==> config.mk <==
export PLATFORM = sky130hd
export DESIGN_NAME = pwm_speed_ramp_and_entry
export DESIGN_NICKNAME = d
export VERILOG_FILES = /design/src/rtl/psre_pkg.sv /design/src/rtl/pwm_speed_ramp_and_entry.sv
export SDC_FILE = /design/constraint.sdc
export NUM_CORES = 1
export LEC_CHECK = 0
export BUFFER_PORTS_ARGS = -buffer_cell sky130_fd_sc_hd__buf_2
export CAP_MARGIN = 20
export CORE_MARGIN = 5
export CORE_UTILIZATION = 45
export DETAILED_ROUTE_END_ITERATION = 10
export PLACE_DENSITY = 0.71
export SYNTH_ARGS = -nofsm -noshare
export SYNTH_HDL_FRONTEND = slang
export SYNTH_SLANG_ARGS = --single-unit
==> constraint.sdc <==
create_clock -name clk -period 5 [get_ports clk]
set_input_delay 0.5 -clock clk [delete_from_list [all_inputs] [get_ports clk]]
set_output_delay 0.5 -clock clk [all_outputs]
set_load 0.005 [all_outputs]
==> src/rtl/psre_pkg.sv <==
package psre_pkg;

  localparam int unsigned FREQ_MAX  = 250000;
  localparam int unsigned FREQ_MIN  = 200;
  localparam int unsigned TICK_HZ   = 1000000;
  localparam int unsigned DUTY_STEP = 100;
  localparam int unsigned LED_NUM   = 125000;
  localparam int unsigned RESET_FREQ = 250;

  localparam int unsigned ENTRY_W  = 18;
  localparam int unsigned DIVD_W   = 20;
  localparam int unsigned DIVS_W   = 18;
  localparam int unsigned PER_W    = 13;
  localparam int unsigned LEDP_W   = 17;
  localparam int unsigned RATE_W   = 10;
  localparam int unsigned DIV_STEPS = DIVD_W;
  localparam int unsigned CNT_W    = $clog2(DIV_STEPS);

  localparam logic [7:0] CH_DELETE = 8'd127;
  localparam logic [7:0] CH_ENTER  = 8'd13;

  localparam logic [1:0] NOTE_NONE  = 2'd0;
  localparam logic [1:0] NOTE_CLAMP = 2'd1;
  localparam logic [1:0] NOTE_RAISE = 2'd2;

  localparam logic [2:0] ADDR_RATE_MIN = 3'd0;
  localparam logic [2:0] ADDR_RATE_MAX = 3'd4;

  localparam logic [PER_W-1:0]  RESET_PERIOD = PER_W'(TICK_HZ / RESET_FREQ);
  localparam logic [RATE_W-1:0] RESET_RATE_MIN = RATE_W'(1);
  localparam logic [RATE_W-1:0] RESET_RATE_MAX = RATE_W'(10);
  localparam logic [LEDP_W-1:0] RESET_LED_PERIOD = LEDP_W'(LED_NUM / 1);

  typedef enum logic [1:0] {
    ST_IDLE,
    ST_DIV,
    ST_FIN
  } state_t;

  typedef enum logic [1:0] {
    DK_NONE,
    DK_PERIOD,
    DK_LED,
    DK_ENTRY
  } div_kind_t;

  typedef enum logic [1:0] {
    MODE_CHAR,
    MODE_UP,
    MODE_DOWN,
    MODE_STOP
  } mode_t;

endpackage

==> src/rtl/pwm_speed_ramp_and_entry.sv <==
// Two-wheel PWM command unit. Each request on the slave stream carries a mode in s_tuser
// (character entry, speed up, slow down, stop) and a character byte in s_tdata, and gives
// exactly one result with the wheel period, both duties, the LED timer period and status
// flags. Enter, delete of a digit and every button event need a quotient, which comes from
// one shared restoring divider that retires one quotient bit per cycle; such a request
// passes through the divide state to the finish state, any other goes straight to finish.
// The next request is taken once the result sits in the output register, even while it
// waits for m_tready. The limits led_rate_min and led_rate_max are written over APB at
// byte addresses 0 and 4; the user must do this only while the unit is idle (not enforced).
module pwm_speed_ramp_and_entry
  import psre_pkg::*;
(
  input  logic        clk,
  input  logic        rst,
  input  logic        s_tvalid,
  output logic        s_tready,
  input  logic [7:0]  s_tdata,  // [7:0] char_code
  input  logic [1:0]  s_tuser,  // [1:0] mode
  output logic        m_tvalid,
  input  logic        m_tready,
  // [12:0] pwm_period, [25:13] duty_a, [38:26] duty_b, [55:39] led_period, [56] echo,
  // [58:57] note, [59] entry_done, [60] stopped, [63:61] zero
  output logic [63:0] m_tdata,
  input  logic        psel,
  input  logic        penable,
  input  logic        pwrite,
  input  logic [2:0]  paddr,
  input  logic [31:0] pwdata,
  output logic [31:0] prdata,
  output logic        pready
);

  state_t state, state_next;
  div_kind_t kind, kind_next;

  logic [RATE_W-1:0]  led_rate_min, led_rate_max;
  logic [ENTRY_W-1:0] entry_value, entry_next;
  logic [PER_W-1:0]   period_reg, duty_a_reg, duty_b_reg, duty_a_next, duty_b_next;
  logic [RATE_W-1:0]  led_rate, led_rate_next;
  logic [LEDP_W-1:0]  led_period_reg;
  logic               echo, echo_next, entry_done, done_next, stopped, stopped_next;
  logic [1:0]         note, note_next;

  logic [DIVD_W-1:0]  div_q, dividend_next;
  logic [DIVS_W-1:0]  div_r, div_d, divisor_next;
  logic [CNT_W-1:0]   div_cnt;
  logic [DIVS_W:0]    trial;
  logic               trial_ge;

  logic               in_accept, load_out, cfg_write;
  logic [21:0]        digit_sum;
  logic [PER_W:0]     sum_a, sum_b;
  logic [PER_W-1:0]   dn_a, dn_b;
  logic [PER_W-1:0]   period_fin;
  logic [LEDP_W-1:0]  led_fin;
  mode_t              mode;

  assign mode      = mode_t'(s_tuser);
  assign in_accept = s_tvalid && s_tready;
  assign cfg_write = psel && penable && pwrite && pready;
  assign pready    = 1'b1;

  always_comb begin
    prdata = '0;
    if (paddr[2]) begin
      prdata[RATE_W-1:0] = led_rate_max;
    end else begin
      prdata[RATE_W-1:0] = led_rate_min;
    end
  end

  always_ff @(posedge clk) begin
    if (rst) begin
      led_rate_min <= RESET_RATE_MIN;
      led_rate_max <= RESET_RATE_MAX;
    end else if (cfg_write) begin
      if (paddr[2]) begin
        led_rate_max <= pwdata[RATE_W-1:0];
      end else begin
        led_rate_min <= pwdata[RATE_W-1:0];
      end
    end
  end

  // Decision for one request, taken in the cycle it is accepted.
  always_comb begin
    entry_next    = entry_value;
    duty_a_next   = duty_a_reg;
    duty_b_next   = duty_b_reg;
    led_rate_next = led_rate;
    echo_next     = 1'b0;
    note_next     = NOTE_NONE;
    done_next     = 1'b0;
    stopped_next  = 1'b0;
    kind_next     = DK_NONE;
    dividend_next = DIVD_W'(TICK_HZ);
    divisor_next  = DIVS_W'(FREQ_MIN);
    digit_sum     = {1'b0, entry_value, 3'b000} + {3'b000, entry_value, 1'b0}
                    + {18'd0, s_tdata[3:0]};
    sum_a         = {1'b0, duty_a_reg} + (PER_W + 1)'(DUTY_STEP);
    sum_b         = {1'b0, duty_b_reg} + (PER_W + 1)'(DUTY_STEP);
    dn_a          = (duty_a_reg >= PER_W'(DUTY_STEP)) ? duty_a_reg - PER_W'(DUTY_STEP)
                                                      : duty_a_reg;
    dn_b          = (duty_b_reg >= PER_W'(DUTY_STEP)) ? duty_b_reg - PER_W'(DUTY_STEP)
                                                      : duty_b_reg;
    unique case (mode)
      MODE_CHAR: begin
        if (s_tdata >= 8'h30 && s_tdata <= 8'h39) begin
          if (digit_sum < 22'(FREQ_MAX)) begin
            entry_next = digit_sum[ENTRY_W-1:0];
            echo_next  = 1'b1;
          end else begin
            entry_next = ENTRY_W'(FREQ_MAX);
            note_next  = NOTE_CLAMP;
          end
        end else if (s_tdata == CH_DELETE) begin
          if (entry_value != '0) begin
            echo_next     = 1'b1;
            kind_next     = DK_ENTRY;
            dividend_next = DIVD_W'(entry_value);
            divisor_next  = DIVS_W'(10);
          end
        end else if (s_tdata == CH_ENTER) begin
          kind_next  = DK_PERIOD;
          done_next  = 1'b1;
          entry_next = '0;
          if (entry_value < ENTRY_W'(FREQ_MIN)) begin
            note_next    = NOTE_RAISE;
            divisor_next = DIVS_W'(FREQ_MIN);
          end else begin
            divisor_next = DIVS_W'(entry_value);
          end
        end
      end
      MODE_UP: begin
        kind_next = DK_LED;
        if (led_rate < led_rate_max) begin
          led_rate_next = led_rate + RATE_W'(1);
        end
        if (duty_a_reg < period_reg && duty_b_reg < period_reg) begin
          duty_a_next = sum_a[PER_W] ? {PER_W{1'b1}} : sum_a[PER_W-1:0];
          duty_b_next = sum_b[PER_W] ? {PER_W{1'b1}} : sum_b[PER_W-1:0];
        end else begin
          duty_a_next = period_reg;
          duty_b_next = period_reg;
        end
      end
      MODE_DOWN: begin
        kind_next = DK_LED;
        if (dn_a < PER_W'(DUTY_STEP) && dn_b < PER_W'(DUTY_STEP)) begin
          duty_a_next   = '0;
          duty_b_next   = '0;
          led_rate_next = led_rate_min;
          stopped_next  = 1'b1;
        end else begin
          duty_a_next = dn_a;
          duty_b_next = dn_b;
          if (led_rate_min < led_rate) begin
            led_rate_next = led_rate - RATE_W'(1);
          end
        end
      end
      MODE_STOP: begin
        kind_next     = DK_LED;
        duty_a_next   = '0;
        duty_b_next   = '0;
        led_rate_next = led_rate_min;
      end
      default: begin
        kind_next = DK_NONE;
      end
    endcase
    if (kind_next == DK_LED) begin
      dividend_next = DIVD_W'(LED_NUM);
      divisor_next  = (led_rate_next == '0) ? DIVS_W'(1) : DIVS_W'(led_rate_next);
    end
  end

  assign trial    = {div_r, div_q[DIVD_W-1]};
  assign trial_ge = trial >= {1'b0, div_d};

  always_comb begin
    period_fin = period_reg;
    led_fin    = led_period_reg;
    if (kind == DK_PERIOD) begin
      period_fin = (div_q[DIVD_W-1:PER_W] != '0) ? {PER_W{1'b1}} : div_q[PER_W-1:0];
    end
    if (kind == DK_LED) begin
      led_fin = div_q[LEDP_W-1:0];
    end
  end

  always_comb begin
    state_next = state;
    unique case (state)
      ST_IDLE: begin
        if (in_accept) begin
          state_next = (kind_next == DK_NONE) ? ST_FIN : ST_DIV;
        end
      end
      ST_DIV: begin
        if (div_cnt == CNT_W'(DIV_STEPS - 1)) begin
          state_next = ST_FIN;
        end
      end
      ST_FIN: begin
        if (!m_tvalid || m_tready) begin
          state_next = ST_IDLE;
        end
      end
      default: begin
        state_next = ST_IDLE;
      end
    endcase
  end

  always_comb begin
    s_tready = 1'b0;
    load_out = 1'b0;
    unique case (state)
      ST_IDLE: s_tready = 1'b1;
      ST_DIV:  s_tready = 1'b0;
      ST_FIN:  load_out = !m_tvalid || m_tready;
      default: s_tready = 1'b0;
    endcase
  end

  always_ff @(posedge clk) begin
    if (rst) begin
      state          <= ST_IDLE;
      kind           <= DK_NONE;
      m_tvalid       <= 1'b0;
      entry_value    <= '0;
      period_reg     <= RESET_PERIOD;
      duty_a_reg     <= '0;
      duty_b_reg     <= '0;
      led_rate       <= RESET_RATE_MIN;
      led_period_reg <= RESET_LED_PERIOD;
      div_cnt        <= '0;
    end else begin
      state <= state_next;
      if (in_accept) begin
        kind        <= kind_next;
        entry_value <= entry_next;
        duty_a_reg  <= duty_a_next;
        duty_b_reg  <= duty_b_next;
        led_rate    <= led_rate_next;
        div_cnt     <= '0;
      end else if (state == ST_DIV) begin
        div_cnt <= div_cnt + CNT_W'(1);
      end
      if (load_out) begin
        m_tvalid       <= 1'b1;
        period_reg     <= period_fin;
        led_period_reg <= led_fin;
        if (kind == DK_ENTRY) begin
          entry_value <= div_q[ENTRY_W-1:0];
        end
      end else if (m_tready) begin
        m_tvalid <= 1'b0;
      end
    end
  end

  always_ff @(posedge clk) begin
    if (in_accept) begin
      echo       <= echo_next;
      note       <= note_next;
      entry_done <= done_next;
      stopped    <= stopped_next;
      div_q      <= dividend_next;
      div_d      <= divisor_next;
      div_r      <= '0;
    end else if (state == ST_DIV) begin
      div_q <= {div_q[DIVD_W-2:0], trial_ge};
      div_r <= trial_ge ? DIVS_W'(trial - {1'b0, div_d}) : trial[DIVS_W-1:0];
    end
    if (load_out) begin
      m_tdata <= {3'b000, stopped, entry_done, note, echo, led_fin, duty_b_reg, duty_a_reg,
                  period_fin};
    end
  end

`ifndef SYNTH
  a_out_from_fin: assert property (@(posedge clk) disable iff (rst)
    $rose(m_tvalid) |-> $past(state) == ST_FIN)
    else $error("result loaded outside the finish step");

  a_one_at_a_time: assert property (@(posedge clk) disable iff (rst)
    in_accept |=> !s_tready)
    else $error("second request taken while one is in flight");

  a_stop_clears: assert property (@(posedge clk) disable iff (rst)
    in_accept && mode == MODE_STOP |=> duty_a_reg == '0 && duty_b_reg == '0)
    else $error("stop left a nonzero duty");

  a_entry_bound: assert property (@(posedge clk) disable iff (rst)
    entry_value <= ENTRY_W'(FREQ_MAX))
    else $error("entry value above the frequency limit");
`endif

endmodule

==> results of run 1 <==
[cell usage after synthesis, types with 28 or more instances]
library cell  instances  area [sq um]
xnor2_1              39           342
nor3_1               53           265
a21oi_1             116           581
nand3_1              36           180
dfxtp_1             132          2640
mux2_2               28           315
ha_1                104          1300
nand4_1              31           194
clkbuf_1             71           267
nor2_1              152           571
inv_1                84           315
o21ai_0              84           420
nand2_1             184           691
edfxtp_1            104          3120
[power breakdown]
group / leakage [uW] / internal [uW] / total (uW) / switching [uW]
registers: 0.00203 / 2170 / 2330 / 162
logic: 0.00419 / 371 / 972 / 602
clock network: 0.000453 / 1210 / 2000 / 783
[logic make-up after synthesis]
group                    synth area share [%]
AND/OR/NAND/NOR                          18.8
XOR/XNOR                                 3.35
buffers and inverters                    5.68
AO/OA/AOI/OAI                            20.5
multiplexers                             2.97
adder cells (fa/ha/maj)                  9.30
other                                  0.0513
flip-flops                               39.4
[area by class of cell]
| class | count | area, sq um |
|---|---|---|
| clock buffers | 37 | 796 |
| clock inverters | 11 | 114 |
| fillers | 3000 | 16000 |
| inverters | 84 | 317 |
| multi-input cells | 1248 | 8140 |
| flip-flops and latches | 236 | 5770 |
| well taps | 442 | 553 |
| repair buffers | 119 | 646 |
[per-stage QoR]
| step | total power (uW) | hold slack (ps) | util [%] | instances |
|---|---|---|---|---|
| final | 5290 | 201 | 50.6 | 2177 |
| after global routing | 5530 | 206 | 50.6 | 2177 |
| after CTS | 5320 | 176 | 50.6 | 2177 |
| after detailed placement | 3320 | 412 | 47.8 | 2129 |
| after global placement | 3300 | 405 | 47.8 | 2129 |
| after floorplan | 3030 | 400 | - | 1675 |
[worst max path at each step]
stage / start / end / cells past startpoint
2_1_floorplan: s_tdata[3] / entry_value[13]$_SDFF_PP0_ / 14
5_1_grt: entry_value[0]$_SDFF_PP0_ / entry_value[11]$_SDFF_PP0_ / 14
4_1_cts: entry_value[0]$_SDFF_PP0_ / entry_value[5]$_SDFF_PP0_ / 14
3_3_place_gp: s_tdata[3] / entry_value[8]$_SDFF_PP0_ / 14
6_report: entry_value[0]$_SDFF_PP0_ / entry_value[10]$_SDFF_PP0_ / 14
3_5_place_dp: s_tdata[3] / entry_value[2]$_SDFF_PP0_ / 15
[cells in the final DEF, fill, tap and decap left out, types with 26 or more instances in the layout]
cell type	n
clkbuf_16	29
nand2_1	184
a21oi_1	116
nor3_1	53
nor2_1	151
ha_1	104
dfxtp_1	132
edfxtp_1	104
nand4_1	31
conb_1	26
mux2_2	28
o21ai_0	84
nand3_1	36
xnor2_1	39
buf_2	99
inv_1	83
[per-layer routing]
| metal | track usage [%] | routed length [um] |
|---|---|---|
| met1 | 30.0 | 17800 |
| met2 | 32.4 | 17200 |
| met3 | 3.00 | 2930 |
| met4 | 5.28 | 946 |
| met5 | 0 | 0 |
[worst register-to-register path, cell delays in order, from the launching register on]
cell and delay (ps):
dfxtp_1 470, inv_1 110, fa_1 390, inv_1 70
ha_1 270, nor2b_1 180, o31a_1 280, o31ai_1 480
nand2b_1 100, a21oi_1 180, xnor2_1 110, o31a_1 290
o21ai_1 800, nand4_1 170, a311oi_1 320
==> flow_summary_export.csv, run 1 <==
group,metric,value,unit
clocking,root_buffer,"clkbuf_16",
timing,maxSlewHeadroom,30.7,%
clocking,cts_hold_buffers,0,
synthesis,ys_types,81,
synthesis,yosysWarnings,0,
route,drt-vias-per-instance,5.84,
global_routing,grt_pass1_vias,11800,
synthesis,netlist_area,14600,sq um
floorplanning,die_area,36200,sq um
setup_path,required,5430,ps
floorplanning,rows,66,
floorplanning,io_pins,151,
layout,top_register,"m_tdata",
synthesis,synth_ff_type,"dfxtp_1",
placement,dp_hpwl,28300,um
timing,rsz0062_at_grt,"false",
setup_path,reg2reg_slack,690,ps
global_routing,antenna_found_initial,0,
setup_path,crit_buf_inv,2,
layout,largest_register_ffs,61,
global_routing,grt_max_degree,88,
layout,top_regs,"m_tdata: 61 flops, div_q: 20 flops",
route,drt_iter0_drc,1249,
worst_hold_path,hold_end,"led_rate_max[1]$_SDFFE_PP1P_",
placement,dp_slack,618,ps
route,drc_errors,0,
clocking,clock_sinks,236,
clocking,cts_made_buffers,26,
floorplanning,die_w,190,um
timing,setup_violations,0,
setup_path,reg2regPathDepth,14,
clocking,cts_tree,"done",
setup_path,critPathCaptureType,"register",
route,wl_per_cell,17.9,um
layout,drive_gt1_share,12.2,%
timing,hold_viol,0,
setup_path,crit_fanout,16,
timing,worst_pin_slew,1030,ps
clocking,clk_pin_slew,60,ps
clocking,clk_latency,530,ps
synthesis,synth_cells,1651,
layout,nNetsFinal,1874,
clocking,cts.path.max_buffers,3,
synthesis,synth-edff-count,104,
route,drt_wl_total,38900,um
timing,fin_crit,4310,ps
setup_path,cp_cell_sequence,"inv_1 > fa_1 > inv_1 > ha_1 > nor2b_1 > o31a_1 > o31ai_1 > nand2b_1 > a21oi_1 > xnor2_1 > o31a_1 > o21ai_1 > nand4_1 > a311oi_1",
setup_path,max_stage_delay,800,ps
floorplanning,die_h,190,um
synthesis,ys_ff_latch,236,
worst_hold_path,holdPathStages,2,
run,cap_violations,0,
setup_path,start_kind,"register",
global_routing,track_usage,20.6,%
power_and_ir_drop,leakagePower,0.00667,uW
worst_hold_path,holdCritPathClass,"primary input to register",
timing,fmax,0.232,GHz
global_routing,globalRouteOverflowTotal,0,
synthesis,syn_avg_cell_area,8.87,sq um
route,ant_nets,0,
placement,routabilityCongestion,0.941,
setup_path,r2r_start,"entry_value[0]$_SDFF_PP0_",
setup_path,crit_path_top_delay_cell,"o21ai_1",
layout,antenna_cells,0,
floorplanning,start_util,45.3,%
placement,port_buffers,100,
setup_path,worst_ep_arrival_time,4730,ps
synthesis,synth.yosys.seq_area_share,39.4,%
synthesis,synthArstFlopShare,0,%
timing,min_period_over_period,86.2,%
clocking,h-tree-depth,1,
power_and_ir_drop,irDropWorstVdd,0.000232,V
clocking,ctsResizeCount,0,
global_routing,grt_pass1_wl,62400,um
timing,final-max-slew-violation-count,0,
layout,syn_to_final_growth,11.6,%
timing,worst_slack,691,ps
run_status,outcome,"completed",
setup_path,path_class,"register to register",
worst_hold_path,holdCritStartpoint,"pwdata[1]",
setup_path,reg2reg_to,"entry_value[10]$_SDFF_PP0_",
placement,dpl_cell_area,15400,sq um
route,routed-via-count,12700,
setup_path,critPathTopFamily,"compound AO/OA/AOI/OAI gates",
timing,fin_setup_tns,0,ps
power_and_ir_drop,power_density,324,nW/um^2
route,drt-pass1-iter-count,6,
clocking,post-cts-setup-buffers,0,
floorplanning,core,32300,sq um
layout,final_area,16300,sq um
timing,finClkSkew,14.5,ps
Power figures use the tool's default switching activity.
==> run 2: changes to the inputs <==
--- a/config.mk
+++ b/config.mk
@@ -5,12 +5,13 @@
 export SDC_FILE = /design/constraint.sdc
 export NUM_CORES = 1
 export LEC_CHECK = 0
-export BUFFER_PORTS_ARGS = -buffer_cell sky130_fd_sc_hd__buf_2
 export CAP_MARGIN = 20
 export CORE_MARGIN = 5
 export CORE_UTILIZATION = 45
 export DETAILED_ROUTE_END_ITERATION = 10
-export PLACE_DENSITY = 0.71
+export DONT_BUFFER_PORTS = 1
+export PLACE_DENSITY = 0.67
+export SLEW_MARGIN = 20
 export SYNTH_ARGS = -nofsm -noshare
 export SYNTH_HDL_FRONTEND = slang
 export SYNTH_SLANG_ARGS = --single-unit
==> run 2 against run 1 <==
- critical path depth is the same
- sequential share of layout area grew 1.1 points
- final cell count shrank 4.5%
- non-clock buffer count shrank 99
- die area is the same
- routed wire length grew 2.8%
- count of clock-buffer cells in the layout shrank 7
- highest routed layer unchanged
- worst hold slack lost 170 ps
==> flow_summary_export.csv, run 2 (synthesis gave the netlist of run 1 again) <==
group,metric,value,unit
layout,nFillCells,3026,
setup_path,reg2reg_slack,690,ps
floorplanning,start_util,45.3,%
power_and_ir_drop,irDropWorstVdd,0.000236,V
global_routing,grt_pass1_wl,63400,um
layout,fin_util,49.1,%
clocking,root_buffer,"clkbuf_16",
global_routing,globalRouteOverflowTotal,0,
timing,rsz0062_at_grt,"false",
layout,multiInputGateArea,8150,sq um
setup_path,r2r_start,"entry_value[0]$_SDFF_PP0_",
layout,antenna_cells,0,
layout,syn_to_final_growth,8.27,%
layout,largest_register_ffs,61,
timing,worst_slack,685,ps
timing,final-max-slew-violation-count,0,
placement,dp_hpwl,28700,um
floorplanning,io_pins,151,
clocking,clk_pin_slew,70,ps
floorplanning,die_w,190,um
timing,fmax,0.232,GHz
clocking,clock_sinks,236,
route,ant_nets,0,
global_routing,grt_max_degree,118,
timing,finClkSkew,19.8,ps
timing,maxSlewHeadroom,29.2,%
layout,mostFrequentLayoutCell,"nand2_1",
timing,min_period_over_period,86.3,%
layout,top_regs,"m_tdata: 61 flops, div_q: 20 flops",
floorplanning,rows,66,
clocking,cts_hold_buffers,0,
clocking,cts_made_buffers,27,
setup_path,crit_fanout,15,
layout,nNetsFinal,1776,
layout,final_area,15800,sq um
run,cap_violations,0,
layout,top_register,"m_tdata",
setup_path,start_kind,"register",
timing,hold_viol,0,
timing,whs,35.6,ps
setup_path,critPathCaptureType,"register",
run_status,outcome,"completed",
setup_path,reg2regPathDepth,14,
route,drt-vias-per-instance,5.96,
clocking,cts_tree,"done",
clocking,h-tree-depth,1,
setup_path,worst_ep_arrival_time,4750,ps
floorplanning,die_area,36200,sq um
route,drt_wl_total,40000,um
floorplanning,core,32300,sq um
setup_path,required,5440,ps
placement,dpl_cell_area,14900,sq um
placement,routabilityCongestion,0.916,
power_and_ir_drop,leakagePower,0.00628,uW
layout,seqCellArea,5770,sq um
clocking,ctsResizeCount,0,
global_routing,antenna_found_initial,0,
setup_path,reg2reg_to,"entry_value[6]$_SDFF_PP0_",
setup_path,cp-startpoint,"entry_value[0]$_SDFF_PP0_",
route,drc_errors,0,
clocking,cts.path.max_buffers,3,
route,drt_iter0_drc,1498,
layout,mostFrequentLayoutCells,"184 x nand2_1, 151 x nor2_1, 132 x dfxtp_1, 116 x a21oi_1",
worst_hold_path,holdCritPathClass,"primary input to register",
clocking,post-cts-setup-buffers,0,
placement,port_buffers,0,
setup_path,path_class,"register to register",
timing,fin_crit,4310,ps
floorplanning,die_h,190,um
global_routing,grt_pass1_vias,11500,
timing,worst_pin_slew,1050,ps
placement,dp_slack,788,ps
route,drt-pass1-iter-count,7,
timing,fin_setup_tns,0,ps
layout,drive_gt1_share,6.96,%
global_routing,track_usage,21.2,%
setup_path,crit_path_end,"entry_value[6]$_SDFF_PP0_",
power_and_ir_drop,power_density,332,nW/um^2
route,wl_per_cell,19.3,um
clocking,clk_latency,540,ps
route,routed-via-count,12400,
timing,setup_violations,0,
run 2: worst min-delay path by stage:
stage	from	end	slack, ps	depth (start not counted)
after CTS	rst	duty_b_reg[6]$_SDFFE_PP0P_	30	1
after floorplan	echo$_SDFFCE_PP0P_	m_tdata[56]$_DFFE_PP_	400	0
after global placement	note[1]$_SDFFCE_PP0P_	m_tdata[58]$_DFFE_PP_	420	0
after global routing	rst	period_reg[2]$_SDFFE_PP0P_	30	1
after detailed placement	echo$_SDFFCE_PP0P_	m_tdata[56]$_DFFE_PP_	430	0
final	rst	period_reg[6]$_SDFFE_PP0P_	40	1
run 2: layout make-up:
type / instances / area share, %
multi-input combinational: 1248 / 51.4
timing repair buffer: 20 / 1.07
tap: 442 / 3.49
clock inverter: 19 / 1.31
inverter: 84 / 2.00
clock buffer: 30 / 4.33
sequential: 236 / 36.4
run 2: stage by stage:
step | std cells | power [uW]
global placement | 2028 | 3240
CTS | 2077 | 5270
floorplan | 1675 | 3030
finish | 2079 | 5250
global route | 2079 | 5490
detailed placement | 2028 | 3260
run 2: critical path, stage by stage (launching register included):
cell      delay [ps]
dfxtp_1          490
inv_1            100
fa_1             390
inv_1             60
ha_1             270
nor2b_1          170
o31a_1           270
o31ai_1          540
a21oi_1          150
a31oi_1          320
o21ai_0          170
xnor2_1          200
and3_1           560
nand4_1          220
a311oi_1         310
run 2: report_power, final:
part	internal, uW	total [uW]	switching (uW)
logic	349	923	574
clock network	1200	2010	808
registers	2170	2330	159
total	3710	5250	1540
run 2: layer usage:
metal / vias to the layer above / wire [um] / GRT usage, % / share of wire, %
met1: 5826 / 18300 / 31.3 / 46
met3: 67 / 3480 / 3.61 / 8.7
li1: 5957 / - / - / -
met4: 0 / 1040 / 5.66 / 2.6
met2: 532 / 17200 / 32.3 / 43
met5: - / 0 / 0 / 0
==> run 3: changes to the inputs <==
==> constraint.sdc (replaced) <==
create_clock -name clk -period 5 [get_ports clk]
set_input_delay 0.5 -clock clk [delete_from_list [all_inputs] [get_ports clk]]
set_output_delay 0.5 -clock clk [all_outputs]
set_load 0.05 [all_outputs]
==> run 3 against run 2 <==
- cell area about the same
- clock skew is 1.4 ps higher
- first-iteration DRC count is 20% lower
- critical endpoint is now entry_value[8]$_SDFF_PP0_
==> flow_summary_export.csv, run 3 (synthesis gave the netlist of run 1 again) <==
group,metric,value,unit
layout,drive_gt1_share,6.78,%
global_routing,track_usage,20.8,%
layout,mostFrequentLayoutCells,"184 x nand2_1, 151 x nor2_1, 132 x dfxtp_1, 116 x a21oi_1",
setup_path,cp_cell_sequence,"inv_1 > fa_1 > inv_1 > ha_1 > a21o_1 > a22oi_1 > a21oi_1 > a21o_1 > a21oi_1 > xnor2_1 > o31a_1 > o21ai_1 > a32oi_1 > a211oi_1",
global_routing,grt_pass1_vias,11900,
layout,fin_cells,2078,
floorplanning,core,32300,sq um
setup_path,worst_ep_arrival_time,4840,ps
route,ant_nets,0,
placement,port_buffers,0,
clocking,clock_sinks,236,
layout,final_area,15800,sq um
timing,min_period_over_period,88.0,%
timing,setup_violations,0,
setup_path,crit_fanout,16,
floorplanning,rows,66,
timing,rsz0062_at_grt,"false",
timing,hold_viol,0,
power_and_ir_drop,power.switching,1630,uW
clocking,ctsResizeCount,0,
floorplanning,io_pins,151,
power_and_ir_drop,p_comb_share,17.9,%
route,drc_errors,0,
clocking,cts.path.max_buffers,3,
power_and_ir_drop,p_int,3750,uW
clocking,post-cts-setup-buffers,0,
setup_path,critPathTopFamily,"compound AO/OA/AOI/OAI gates",
layout,mostFrequentLayoutCell,"nand2_1",
route,drt-vias-per-instance,5.96,
route,drt-pass1-iter-count,5,
layout,nFillCells,3044,
timing,maxSlewHeadroom,26.5,%
route,routed-via-count,12400,
power_and_ir_drop,p_seq_share,44.6,%
worst_hold_path,holdCritPathClass,"primary input to register",
setup_path,max_stage_delay,840,ps
route,drt_iter0_drc,1198,
layout,top_regs,"m_tdata: 61 flops, div_q: 20 flops",
layout,largest_register_ffs,61,
floorplanning,die_h,190,um
timing,finClkSkew,21.2,ps
power_and_ir_drop,leakagePower,0.00629,uW
setup_path,path_class,"register to register",
power_and_ir_drop,p_clk_share,37.5,%
timing,worst_pin_slew,1100,ps
placement,routabilityCongestion,0.943,
clocking,cts_tree,"done",
layout,antenna_cells,0,
timing,fmax,0.227,GHz
setup_path,crit_buf_inv,2,
floorplanning,die_area,36200,sq um
run_status,outcome,"completed",
layout,top_register,"m_tdata",
worst_hold_path,holdCritStartpoint,"rst",
timing,fin_crit,4400,ps
placement,dpl_cell_area,14900,sq um
clocking,cts_hold_buffers,0,
setup_path,r2r_start,"entry_value[0]$_SDFF_PP0_",
floorplanning,die_w,190,um
power_and_ir_drop,swShare,30.3,%
layout,syn_to_final_growth,8.25,%
global_routing,antenna_found_initial,0,
timing,final-max-slew-violation-count,0,
global_routing,globalRouteOverflowTotal,0,
run,cap_violations,0,
clocking,clk_latency,540,ps
global_routing,grt_max_degree,118,
timing,fin_setup_tns,0,ps
route,wl_per_cell,18.7,um
floorplanning,start_util,45.3,%
clocking,root_buffer,"clkbuf_16",
power_and_ir_drop,irDropWorstVdd,0.000231,V
placement,dp_hpwl,27900,um
clocking,h-tree-depth,1,
placement,dp_cells,2030,
setup_path,cp-startpoint,"entry_value[0]$_SDFF_PP0_",
setup_path,reg2reg_slack,600,ps
layout,fin_util,49.1,%
setup_path,required,5430,ps
clocking,cts_made_buffers,26,
setup_path,crit_path_top_delay_cell,"o21ai_1",
power_and_ir_drop,power_density,340,nW/um^2
global_routing,grt_pass1_wl,63100,um
route,drt_wl_total,38900,um
clocking,clk_pin_slew,60,ps
layout,nNetsFinal,1775,
setup_path,start_kind,"register",
setup_path,critPathCaptureType,"register",
[run 3: worst paths after layout]
check	end	cells after the start
worst max-delay path	entry_value[8]$_SDFF_PP0_	14
worst min-delay path	period_reg[1]$_SDFFE_PP0P_	1
worst max register to register	entry_value[8]$_SDFF_PP0_	14
worst min register to register	m_tdata[58]$_DFFE_PP_	0
[run 3: per-layer routing]
metal / global-route usage [%] / part of all wire [%]
met4: 5.91 / 2.6
met5: 0 / 0
met1: 30.5 / 46
met3: 3.33 / 7.5
met2: 31.9 / 43
[run 3: power by group through the flow]
stage / Combinational [uW] / Sequential [uW] / Clock (uW)
4_1_cts: 956 / 2400 / 2060
3_5_place_dp: 948 / 2440 / 0
6_report: 965 / 2400 / 2020
2_1_floorplan: 808 / 2360 / 0
3_3_place_gp: 931 / 2440 / 0
5_1_grt: 1070 / 2420 / 2150
[run 3: worst register-to-register path, cell delays in order, from the launching register on]
cell and delay, ps:
dfxtp_1 470, inv_1 100, fa_1 570, inv_1 60
ha_1 280, a21o_1 210, a22oi_1 290, a21oi_1 190
a21o_1 210, a21oi_1 160, xnor2_1 100, o31a_1 300
o21ai_1 840, a32oi_1 240, a211oi_1 280
[run 3: cell type report]
type | count | area (sq um) | area share (%)
timing repair buffer | 20 | 150 | 0.948
tap | 442 | 553 | 3.49
multi-input combinational | 1248 | 8160 | 51.5
clock inverter | 18 | 215 | 1.36
sequential | 236 | 5770 | 36.4
inverter | 84 | 317 | 2.00
clock buffer | 30 | 687 | 4.34
[run 3: through the flow]
stage               hold WS, ps  total power (uW)  setup slack (ps)
global route               35.4              5640               305
floorplan                   400              3170              1270
global placement            409              3370               713
CTS                        28.1              5420               682
detailed placement          407              3390               689
finish                     51.3              5390               598
